## config.mk

```make
export PLATFORM = sky130hd
export DESIGN_NAME = hsv_colorize_to_yuv420_top_flat
export DESIGN_NICKNAME = d
export VERILOG_FILES = /design/src/hdl/hsvc_pkg.sv /design/src/hdl/hsvc_if.sv /design/src/hdl/hsv_colorize_to_yuv420_top.sv /design/src/flat_wrapper.sv
export SDC_FILE = /design/constraint.sdc
export NUM_CORES = 2
export LEC_CHECK = 0
export ABC_CLOCK_PERIOD_IN_PS = 8600
export BUFFER_PORTS_ARGS = -buffer_cell sky130_fd_sc_hd__buf_4
export CAP_MARGIN = 15
export CORE_ASPECT_RATIO = 1.75
export CORE_UTILIZATION = 50
export CTS_CLUSTER_SIZE = 30
export DETAILED_ROUTE_END_ITERATION = 8
export MAX_ROUTING_LAYER = met4
export PLACE_DENSITY = 0.76
export SYNTH_ARGS = -nofsm -noshare
export SYNTH_HDL_FRONTEND = slang
export SYNTH_SLANG_ARGS = --single-unit
```

## constraint.sdc

```tcl
create_clock -name i_clk -period 8.6 [get_ports i_clk]
set_input_delay 0.86 -clock i_clk [delete_from_list [all_inputs] [get_ports i_clk]]
set_output_delay 0.86 -clock i_clk [all_outputs]
set_load 0.03 [all_outputs]
```

## src/hdl/hsvc_pkg.sv

```systemverilog
// Shared types, constants and register indexes of the HSV colorize to YUV 4:2:0 block.
package hsvc_pkg;

    localparam int unsigned PIX_W    = 8;
    localparam int unsigned CFG_W    = 9;
    localparam int unsigned CFG_IDX_W = 2;
    localparam int unsigned PROD_W   = 16;
    localparam int unsigned FRAC_W   = 6;
    localparam int unsigned SUM_W    = 20;

    localparam logic [CFG_IDX_W-1:0] CFG_HUE = 2'd0;
    localparam logic [CFG_IDX_W-1:0] CFG_SAT = 2'd1;

    localparam logic [CFG_W-1:0] SAT_ONE   = 9'd256;
    localparam logic [CFG_W-1:0] HUE_LIMIT = 9'd360;
    localparam logic [CFG_W-1:0] HUE_60    = 9'd60;
    localparam logic [CFG_W-1:0] HUE_120   = 9'd120;
    localparam logic [CFG_W-1:0] HUE_180   = 9'd180;
    localparam logic [CFG_W-1:0] HUE_240   = 9'd240;
    localparam logic [CFG_W-1:0] HUE_300   = 9'd300;

    // floor(n / 15) = (n * RECIP) >> SHIFT for n < 2^20
    localparam int unsigned     DIV15_SHIFT = 24;
    localparam logic [20:0]     DIV15_RECIP = 21'd1118482;

    // BT.601 limited range, Q0.10
    localparam logic [SUM_W-1:0] C_YR = 20'd263;
    localparam logic [SUM_W-1:0] C_YG = 20'd516;
    localparam logic [SUM_W-1:0] C_YB = 20'd100;
    localparam logic [SUM_W-1:0] C_UR = 20'd152;
    localparam logic [SUM_W-1:0] C_UG = 20'd298;
    localparam logic [SUM_W-1:0] C_UB = 20'd450;
    localparam logic [SUM_W-1:0] C_VR = 20'd450;
    localparam logic [SUM_W-1:0] C_VG = 20'd377;
    localparam logic [SUM_W-1:0] C_VB = 20'd73;
    localparam logic [SUM_W-1:0] C_OFS = 20'd131072;
    localparam logic [PIX_W-1:0] Y_OFS = 8'd16;

    typedef enum logic [2:0] {
        SEC_RY = 3'd0,
        SEC_YG = 3'd1,
        SEC_GC = 3'd2,
        SEC_CB = 3'd3,
        SEC_BM = 3'd4,
        SEC_MR = 3'd5
    } t_sector;

endpackage

```

## src/hdl/hsvc_if.sv

```systemverilog
// Stream and configuration interfaces of the HSV colorize to YUV 4:2:0 block.
interface hsvc_pix_if;
    import hsvc_pkg::*;
    logic             valid;
    logic             ready;
    logic [PIX_W-1:0] red;
    logic [PIX_W-1:0] green;
    logic [PIX_W-1:0] blue;
    logic             even_column;
    logic             even_row;

    modport source (output valid, red, green, blue, even_column, even_row, input ready);
    modport sink   (input valid, red, green, blue, even_column, even_row, output ready);
endinterface

interface hsvc_yuv_if;
    import hsvc_pkg::*;
    logic             valid;
    logic             ready;
    logic [PIX_W-1:0] luma;
    logic [PIX_W-1:0] chroma_u;
    logic [PIX_W-1:0] chroma_v;
    logic             chroma_valid;

    modport source (output valid, luma, chroma_u, chroma_v, chroma_valid, input ready);
    modport sink   (input valid, luma, chroma_u, chroma_v, chroma_valid, output ready);
endinterface

interface hsvc_cfg_if;
    import hsvc_pkg::*;
    logic                 valid;
    logic                 ready;
    logic [CFG_IDX_W-1:0] index;
    logic [CFG_W-1:0]     data;

    modport source (output valid, index, data, input ready);
    modport sink   (input valid, index, data, output ready);
endinterface

```

## src/hdl/hsv_colorize_to_yuv420_top.sv

```systemverilog
// Top level: HSV recolor of an RGB pixel stream and BT.601 YCbCr 4:2:0 conversion.
// Each pixel passes through register stages r1 to r6 and is held there during any output stall.
// Throughput: one pixel per cycle; six register stages advance together when the
// last stage is empty or its result is taken.
// Reset (synchronous, active low) empties the pipeline and sets hue and saturation to 0.
// Config writes are always taken; stages read registered copies, so pixels in flight may see new values.
module hsv_colorize_to_yuv420_top (
    input  logic        i_clk,
    input  logic        i_rst_n,
    hsvc_cfg_if.sink    i_cfg,
    hsvc_pix_if.sink    i_pix,
    hsvc_yuv_if.source  o_yuv
);
    import hsvc_pkg::*;

    localparam int unsigned NSTG = 6;

    // configuration and derived values
    logic [CFG_W-1:0]  r_hue;
    logic [CFG_W-1:0]  r_sat_cfg;
    logic [CFG_W-1:0]  r_sat;
    logic              r_hue_ok;
    logic [FRAC_W-1:0] r_f;
    t_sector           r_sector;

    logic [CFG_W-1:0]  n_sat;
    logic              n_hue_ok;
    logic [CFG_W-1:0]  n_hm;
    logic [CFG_W-1:0]  n_dist;
    logic [CFG_W-1:0]  n_fw;
    t_sector           n_sector;

    logic [NSTG-1:0]   r_vld;
    logic              adv;

    // stage payloads
    logic [PIX_W-1:0]  r1_r, r1_g, r1_b, r1_v;
    logic              r1_cv;
    logic [PIX_W-1:0]  r2_r, r2_g, r2_b, r2_v;
    logic              r2_cv;
    logic [PROD_W-1:0] r2_c, r2_mm;
    logic [PIX_W-1:0]  r3_r, r3_g, r3_b, r3_v;
    logic              r3_cv;
    logic [PROD_W-1:0] r3_c, r3_mm;
    logic [21:0]       r3_p;
    logic [PIX_W-1:0]  r4_r, r4_g, r4_b;
    logic              r4_cv;
    logic [PROD_W-1:0] r4_c, r4_mm, r4_x;
    logic [PIX_W-1:0]  r5_r, r5_g, r5_b;
    logic              r5_cv;
    logic [SUM_W-1:0]  r6_ys, r6_us, r6_vs;
    logic              r6_cv;

    logic [PIX_W-1:0]  n1_max;
    logic [PIX_W-1:0]  n1_v;
    logic [16:0]       n2_c, n2_mm;
    logic [21:0]       n3_p;
    logic [40:0]       n4_prod;
    logic [PROD_W-1:0] n5_sx, n5_sc;
    logic [PIX_W-1:0]  n5_bc, n5_bx, n5_b0;
    logic [PIX_W-1:0]  n5_r, n5_g, n5_b;
    logic [SUM_W-1:0]  n6_ys, n6_us, n6_vs;

    assign i_cfg.ready = 1'b1;

    always_ff @(posedge i_clk) begin
        if (!i_rst_n) begin
            r_hue     <= '0;
            r_sat_cfg <= '0;
        end else if (i_cfg.valid) begin
            case (i_cfg.index)
                CFG_HUE: r_hue     <= i_cfg.data;
                CFG_SAT: r_sat_cfg <= i_cfg.data;
                default: ;
            endcase
        end
    end

    always_comb begin
        n_sat    = (r_sat_cfg > SAT_ONE) ? SAT_ONE : r_sat_cfg;
        n_hue_ok = (r_hue < HUE_LIMIT);
        if (r_hue < HUE_60)       n_sector = SEC_RY;
        else if (r_hue < HUE_120) n_sector = SEC_YG;
        else if (r_hue < HUE_180) n_sector = SEC_GC;
        else if (r_hue < HUE_240) n_sector = SEC_CB;
        else if (r_hue < HUE_300) n_sector = SEC_BM;
        else                      n_sector = SEC_MR;
        if (r_hue < HUE_120)      n_hm = r_hue;
        else if (r_hue < HUE_240) n_hm = r_hue - HUE_120;
        else                      n_hm = r_hue - HUE_240;
        n_dist = (n_hm >= HUE_60) ? (n_hm - HUE_60) : (HUE_60 - n_hm);
        n_fw   = HUE_60 - n_dist;
    end

    always_ff @(posedge i_clk) begin
        if (!i_rst_n) begin
            r_sat    <= '0;
            r_hue_ok <= 1'b1;
            r_f      <= '0;
            r_sector <= SEC_RY;
        end else begin
            r_sat    <= n_sat;
            r_hue_ok <= n_hue_ok;
            r_f      <= n_fw[FRAC_W-1:0];
            r_sector <= n_sector;
        end
    end

    // pipeline control
    assign adv         = !r_vld[NSTG-1] || o_yuv.ready;
    assign i_pix.ready = adv;

    always_ff @(posedge i_clk) begin
        if (!i_rst_n) begin
            r_vld <= '0;
        end else if (adv) begin
            r_vld <= {r_vld[NSTG-2:0], i_pix.valid};
        end
    end

    // datapath
    always_comb begin
        n1_max  = (i_pix.red > i_pix.green) ? i_pix.red : i_pix.green;
        n1_v    = (n1_max > i_pix.blue) ? n1_max : i_pix.blue;
        n2_c    = 17'(r1_v) * 17'(r_sat);
        n2_mm   = 17'(r1_v) * 17'(SAT_ONE - r_sat);
        n3_p    = 22'(r2_c) * 22'(r_f);
        n4_prod = 41'(r3_p[21:2]) * 41'(DIV15_RECIP);
        n5_sx   = r4_x + r4_mm;
        n5_sc   = r4_c + r4_mm;
        n5_bx   = n5_sx[PROD_W-1:PIX_W];
        n5_bc   = n5_sc[PROD_W-1:PIX_W];
        n5_b0   = r4_mm[PROD_W-1:PIX_W];
        if (r_hue_ok) begin
            case (r_sector)
                SEC_RY: begin n5_r = n5_bc; n5_g = n5_bx; n5_b = n5_b0; end
                SEC_YG: begin n5_r = n5_bx; n5_g = n5_bc; n5_b = n5_b0; end
                SEC_GC: begin n5_r = n5_b0; n5_g = n5_bc; n5_b = n5_bx; end
                SEC_CB: begin n5_r = n5_b0; n5_g = n5_bx; n5_b = n5_bc; end
                SEC_BM: begin n5_r = n5_bx; n5_g = n5_b0; n5_b = n5_bc; end
                default: begin n5_r = n5_bc; n5_g = n5_b0; n5_b = n5_bx; end
            endcase
        end else begin
            n5_r = r4_r;
            n5_g = r4_g;
            n5_b = r4_b;
        end
        // sums stay in [0, 2^18), so modular arithmetic is exact
        n6_ys = C_YR * SUM_W'(r5_r) + C_YG * SUM_W'(r5_g) + C_YB * SUM_W'(r5_b);
        n6_us = C_OFS + C_UB * SUM_W'(r5_b) - C_UR * SUM_W'(r5_r) - C_UG * SUM_W'(r5_g);
        n6_vs = C_OFS + C_VR * SUM_W'(r5_r) - C_VG * SUM_W'(r5_g) - C_VB * SUM_W'(r5_b);
    end

    always_ff @(posedge i_clk) begin
        if (adv) begin
            r1_r  <= i_pix.red;
            r1_g  <= i_pix.green;
            r1_b  <= i_pix.blue;
            r1_v  <= n1_v;
            r1_cv <= i_pix.even_column & i_pix.even_row;

            r2_r  <= r1_r;
            r2_g  <= r1_g;
            r2_b  <= r1_b;
            r2_v  <= r1_v;
            r2_cv <= r1_cv;
            r2_c  <= n2_c[PROD_W-1:0];
            r2_mm <= n2_mm[PROD_W-1:0];

            r3_r  <= r2_r;
            r3_g  <= r2_g;
            r3_b  <= r2_b;
            r3_v  <= r2_v;
            r3_cv <= r2_cv;
            r3_c  <= r2_c;
            r3_mm <= r2_mm;
            r3_p  <= n3_p;

            r4_r  <= r3_r;
            r4_g  <= r3_g;
            r4_b  <= r3_b;
            r4_cv <= r3_cv;
            r4_c  <= r3_c;
            r4_mm <= r3_mm;
            r4_x  <= n4_prod[DIV15_SHIFT +: PROD_W];

            r5_r  <= n5_r;
            r5_g  <= n5_g;
            r5_b  <= n5_b;
            r5_cv <= r4_cv;

            r6_ys <= n6_ys;
            r6_us <= n6_us;
            r6_vs <= n6_vs;
            r6_cv <= r5_cv;
        end
    end

    assign o_yuv.valid        = r_vld[NSTG-1];
    assign o_yuv.luma         = r6_ys[17:10] + Y_OFS;
    assign o_yuv.chroma_u     = r6_us[17:10];
    assign o_yuv.chroma_v     = r6_vs[17:10];
    assign o_yuv.chroma_valid = r6_cv;

`ifndef SYNTHESIS
    a_hue_derived: assert property (@(posedge i_clk) disable iff (!i_rst_n)
        $past(r_hue) < HUE_LIMIT |-> (r_hue_ok && r_f <= FRAC_W'(60)))
        else $error("derived hue fraction out of range");

    a_c_plus_m: assert property (@(posedge i_clk) disable iff (!i_rst_n)
        r_vld[2] |-> (17'(r3_c) + 17'(r3_mm) == {1'b0, r3_v, 8'd0}))
        else $error("chroma plus offset differs from value");

    a_x_bound: assert property (@(posedge i_clk) disable iff (!i_rst_n)
        (r_vld[3] && r_hue_ok) |-> (r4_x <= r4_c))
        else $error("sector ramp exceeds chroma");

    a_stall_hold: assert property (@(posedge i_clk) disable iff (!i_rst_n)
        (r_vld[NSTG-1] && !o_yuv.ready) |=> ($stable(r_vld) && $stable(r6_ys)))
        else $error("pipeline moved during output stall");
`endif

endmodule
```

## src/flat_wrapper.sv

```systemverilog
// flat-port wrapper written by rule: the top's interface ports become plain ports
module hsv_colorize_to_yuv420_top_flat import hsvc_pkg::*;
  (i_clk, i_rst_n, i_cfg_valid, i_cfg_index, i_cfg_data, i_cfg_ready, i_pix_valid, i_pix_red, i_pix_green, i_pix_blue, i_pix_even_column, i_pix_even_row, i_pix_ready, o_yuv_valid, o_yuv_luma, o_yuv_chroma_u, o_yuv_chroma_v, o_yuv_chroma_valid, o_yuv_ready);
  hsvc_cfg_if i_cfg_i ();
  hsvc_pix_if i_pix_i ();
  hsvc_yuv_if o_yuv_i ();
  input  logic i_clk;
  input  logic i_rst_n;
  input wire logic [$bits(i_cfg_i.valid)-1:0] i_cfg_valid;
  input wire logic [$bits(i_cfg_i.index)-1:0] i_cfg_index;
  input wire logic [$bits(i_cfg_i.data)-1:0] i_cfg_data;
  output wire logic [$bits(i_cfg_i.ready)-1:0] i_cfg_ready;
  input wire logic [$bits(i_pix_i.valid)-1:0] i_pix_valid;
  input wire logic [$bits(i_pix_i.red)-1:0] i_pix_red;
  input wire logic [$bits(i_pix_i.green)-1:0] i_pix_green;
  input wire logic [$bits(i_pix_i.blue)-1:0] i_pix_blue;
  input wire logic [$bits(i_pix_i.even_column)-1:0] i_pix_even_column;
  input wire logic [$bits(i_pix_i.even_row)-1:0] i_pix_even_row;
  output wire logic [$bits(i_pix_i.ready)-1:0] i_pix_ready;
  output wire logic [$bits(o_yuv_i.valid)-1:0] o_yuv_valid;
  output wire logic [$bits(o_yuv_i.luma)-1:0] o_yuv_luma;
  output wire logic [$bits(o_yuv_i.chroma_u)-1:0] o_yuv_chroma_u;
  output wire logic [$bits(o_yuv_i.chroma_v)-1:0] o_yuv_chroma_v;
  output wire logic [$bits(o_yuv_i.chroma_valid)-1:0] o_yuv_chroma_valid;
  input wire logic [$bits(o_yuv_i.ready)-1:0] o_yuv_ready;
  assign i_cfg_i.valid = i_cfg_valid;
  assign i_cfg_i.index = i_cfg_index;
  assign i_cfg_i.data = i_cfg_data;
  assign i_cfg_ready = i_cfg_i.ready;
  assign i_pix_i.valid = i_pix_valid;
  assign i_pix_i.red = i_pix_red;
  assign i_pix_i.green = i_pix_green;
  assign i_pix_i.blue = i_pix_blue;
  assign i_pix_i.even_column = i_pix_even_column;
  assign i_pix_i.even_row = i_pix_even_row;
  assign i_pix_ready = i_pix_i.ready;
  assign o_yuv_valid = o_yuv_i.valid;
  assign o_yuv_luma = o_yuv_i.luma;
  assign o_yuv_chroma_u = o_yuv_i.chroma_u;
  assign o_yuv_chroma_v = o_yuv_i.chroma_v;
  assign o_yuv_chroma_valid = o_yuv_i.chroma_valid;
  assign o_yuv_i.ready = o_yuv_ready;
  hsv_colorize_to_yuv420_top u_core (.i_clk(i_clk), .i_rst_n(i_rst_n), .i_cfg(i_cfg_i), .i_pix(i_pix_i), .o_yuv(o_yuv_i));
endmodule
```

==> results.json <==
{
  "syn_nets": 4029,
  "multiInputGateArea_um2": 20700,
  "path_clk_slew_ns": 0.07,
  "syn-cell-area_um2": 32800,
  "grt_pass1_wl_um": 113000,
  "first_global_vias": 23118,
  "grt_busiest_layer": "met2",
  "grt_use_met2": 0.432,
  "cp_data_arrival_time_ns": 6.94,
  "layout_commonest_cell": "inv_1",
  "crit_chain": "inv_1, ha_1, ha_1, fa_1, ha_1, a21oi_1, xnor2_1, ha_1, ha_1, inv_1, fa_1, fa_1, fa_1, inv_1, ha_1, nor3_1, nor2_1, o41a_1, a211oi_1, o21bai_1, a21oi_1, xnor2_1",
  "num_rows": 124,
  "dpl_cell_area_um2": 34200,
  "postRouteAntennaNets": 0,
  "dp_cells": 3939,
  "synth_edf_count": 287,
  "crit_top_cell": "ha_1",
  "drv_slew": 0,
  "area_growth_syn_to_layout_pct": 7.46,
  "r2r-end": "u_core.r6_ys[17]",
  "die_y_um": 341,
  "startpoint_type": "flip-flop",
  "totalWireLength_um": 68500,
  "ys.flop_type": "edfxtp_1",
  "fillerInstances": 5645,
  "start_util": 0.504,
  "met3_usage": 0.0178,
  "dr.pass1.iters": 5,
  "final_area_um2": 35300,
  "drive_above_1_share": 0.0509,
  "min_to": "u_core.r3_b[5]",
  "critPathKind": "flip-flop to flip-flop",
  "wl_per_cell_um": 17.1,
  "regArea_um2": 9480,
  "fmax_ghz": 0.151,
  "cp-end-kind": "flip-flop",
  "diodes": 0,
  "max-cap-violations": 0,
  "grt_overflow": 0,
  "clock_latency_ns": 0.55,
  "port_buffers": 68,
  "place_congestion": 0.944,
  "skew_ns": 0.0372,
  "vias": 21450,
  "fin_cells": 4001,
  "hp-start": "u_core.r2_b[5]",
  "cts_htree_levels": 2,
  "antenna_found_initial": 0,
  "cp_num_buf_inv": 3,
  "post_cts_buffers": 0,
  "finish.utilization": 0.542,
  "yosys_warnings": 0,
  "postCtsHoldBufs": 0,
  "setup_viol": 0,
  "routed_via_density": 5.36,
  "crit_fanout": 12,
  "ctsLongestPathBuffers": 3,
  "finalNetCount": 4075,
  "layout_common_cells": "inv_1 (629), ha_1 (560), fa_1 (317), edfxtp_1 (287), nand2_1 (224)",
  "fin_setup_tns_ns": 0,
  "numCtsBuffers": 34,
  "cts.sinks": 330,
  "drc": 0,
  "rr_worst_depth": 22,
  "cts_root_buffer": "clkbuf_16",
  "synth_cell_types": 82,
  "hold_class": "flip-flop to flip-flop",
  "post-route-period-util": 0.772,
  "fin_crit_ns": 6.64,
  "critPathLaunch": "u_core.r5_b[3]",
  "syn_inst": 3110,
  "core_um2": 65200,
  "slowest_stage": "edfxtp_1",
  "crit_required_ns": 8.90,
  "cts-resized-gates": 0,
  "die_area_um2": 66800,
  "r2r_slack_ns": 1.96,
  "whs_path_depth": 0,
  "slew_headroom": 0.312,
  "io_pins": 70,
  "avgSynthCellArea_um2": 10.6,
  "synthArstFlopShare": 0,
  "finalHoldViolCount": 0,
  "drt_iter0_markers": 853,
  "max_stage_delay_ns": 0.70,
  "rsz0062_at_grt": "false",
  "cts_tree": "built",
  "synth_seq_area_share": 0.289,
  "dpl.hpwl_um": 55700,
  "grt_max_degree": 94,
  "tightest_slew_ns": 1.03,
  "ys_seq_elements": 330,
  "reg2reg_from": "u_core.r5_b[3]",
  "die_width_um": 196,
  "status": "finished, final reports clean",
  "globalRouteMet1Util": 0.208,
  "crit_family": "adder cells",
  "grt_usage": 0.221
}
-- flip-flops by register name (all words and copies together) (netlist names), 9 cells and up --
| signal | count |
|---|---|
| u_core.r2_c | 15 |
| u_core.r2_mm | 16 |
| u_core.r3_c | 15 |
| u_core.r3_mm | 16 |
| u_core.r3_p | 20 |
| u_core.r4_c | 15 |
| u_core.r4_mm | 16 |
| u_core.r4_x | 16 |
| u_core.r_hue | 9 |
| u_core.r_sat | 9 |
| u_core.r_sat_cfg | 9 |
-- logic make-up (layout without fill, tap and decap cells) --
group,count (synthesis),count (layout),share of synthesized area
DFF,330,330,0.289
AOI/OAI and AO/OA,402,402,0.0797
and+or+nand+nor,591,591,0.0859
other,1,1,0.000114
xor gates and xnor gates,172,172,0.0459
buffers and inverters,698,770,0.0810
adders and majority gates,877,877,0.407
muxes,39,39,0.0124
-- stage by stage --
step | worst slack, ns | hold slack [ns]
after floorplan | 0.923 | 0.400
after global placement | 2.08 | 0.400
after detailed placement | 1.94 | 0.405
after CTS | 1.95 | 0.392
after global routing | 1.52 | 0.410
final | 1.96 | 0.394
-- cell usage after synthesis, types with 5 or more instances --
cell / n / area (um^2)
o21ai_0: 74 / 370
inv_1: 630 / 2360
nand3_1: 32 / 160
nand2_1: 224 / 841
nor2b_1: 38 / 238
xnor2_1: 129 / 1130
a22oi_1: 5 / 37.5
nand2b_1: 13 / 81.3
fa_1: 317 / 6350
or3_1: 6 / 37.5
nand4_1: 10 / 62.6
and3_1: 9 / 56.3
a21boi_0: 15 / 113
mux2_2: 10 / 113
o21a_1: 17 / 128
buf_1: 5 / 18.8
and2_1: 109 / 682
o22ai_1: 14 / 87.6
edfxtp_1: 287 / 8620
mux2i_1: 28 / 280
clkbuf_1: 50 / 188
o2111ai_1: 6 / 52.6
ha_1: 560 / 7010
a21oi_1: 122 / 611
buf_4: 8 / 60.1
a31oi_1: 10 / 62.6
xor2_1: 43 / 377
o21bai_1: 27 / 203
nor2_1: 112 / 420
a21o_1: 39 / 293
o41ai_1: 5 / 43.8
o211ai_1: 11 / 82.6
o31ai_1: 5 / 37.5
dfxtp_1: 43 / 861
a211oi_1: 6 / 45.0
nor3_1: 16 / 80.1
-- final cells by class --
class                   count  area share
clock buffers              38      0.0245
repair buffers             77      0.0164
clock inverters            24     0.00744
well taps                 819      0.0290
multi-input cells        2082       0.587
inverters                 631      0.0673
flip-flops and latches    330       0.269
-- worst reg2reg max path: stages, from the launching register on --
cell	delay (ns)
edfxtp_1	0.70
inv_1	0.24
ha_1	0.36
ha_1	0.30
fa_1	0.45
ha_1	0.33
a21oi_1	0.22
xnor2_1	0.16
ha_1	0.25
ha_1	0.27
inv_1	0.05
fa_1	0.42
fa_1	0.53
fa_1	0.55
inv_1	0.05
ha_1	0.33
nor3_1	0.18
nor2_1	0.07
o41a_1	0.16
a211oi_1	0.34
o21bai_1	0.14
a21oi_1	0.20
xnor2_1	0.09
-- metal layers --
layer,wire [um],up-vias
li1,-,10319
met1,23700,10492
met2,38900,424
met3,1540,215
met4,4430,0
met5,0,-
-- how the worst max path moves through the flow --
| stage | to | cells after the start |
|---|---|---|
| floorplan | i_pix_ready | 3 |
| global route | u_core.r6_ys[17] | 22 |
| detailed placement | u_core.r6_ys[17] | 22 |
| CTS | u_core.r6_ys[17] | 22 |
| global placement | u_core.r6_ys[17] | 22 |
| finish | u_core.r6_ys[17] | 22 |
Power is not shown: default switching activity piles up to over one toggle a cycle in this logic, so the estimate is an artifact.
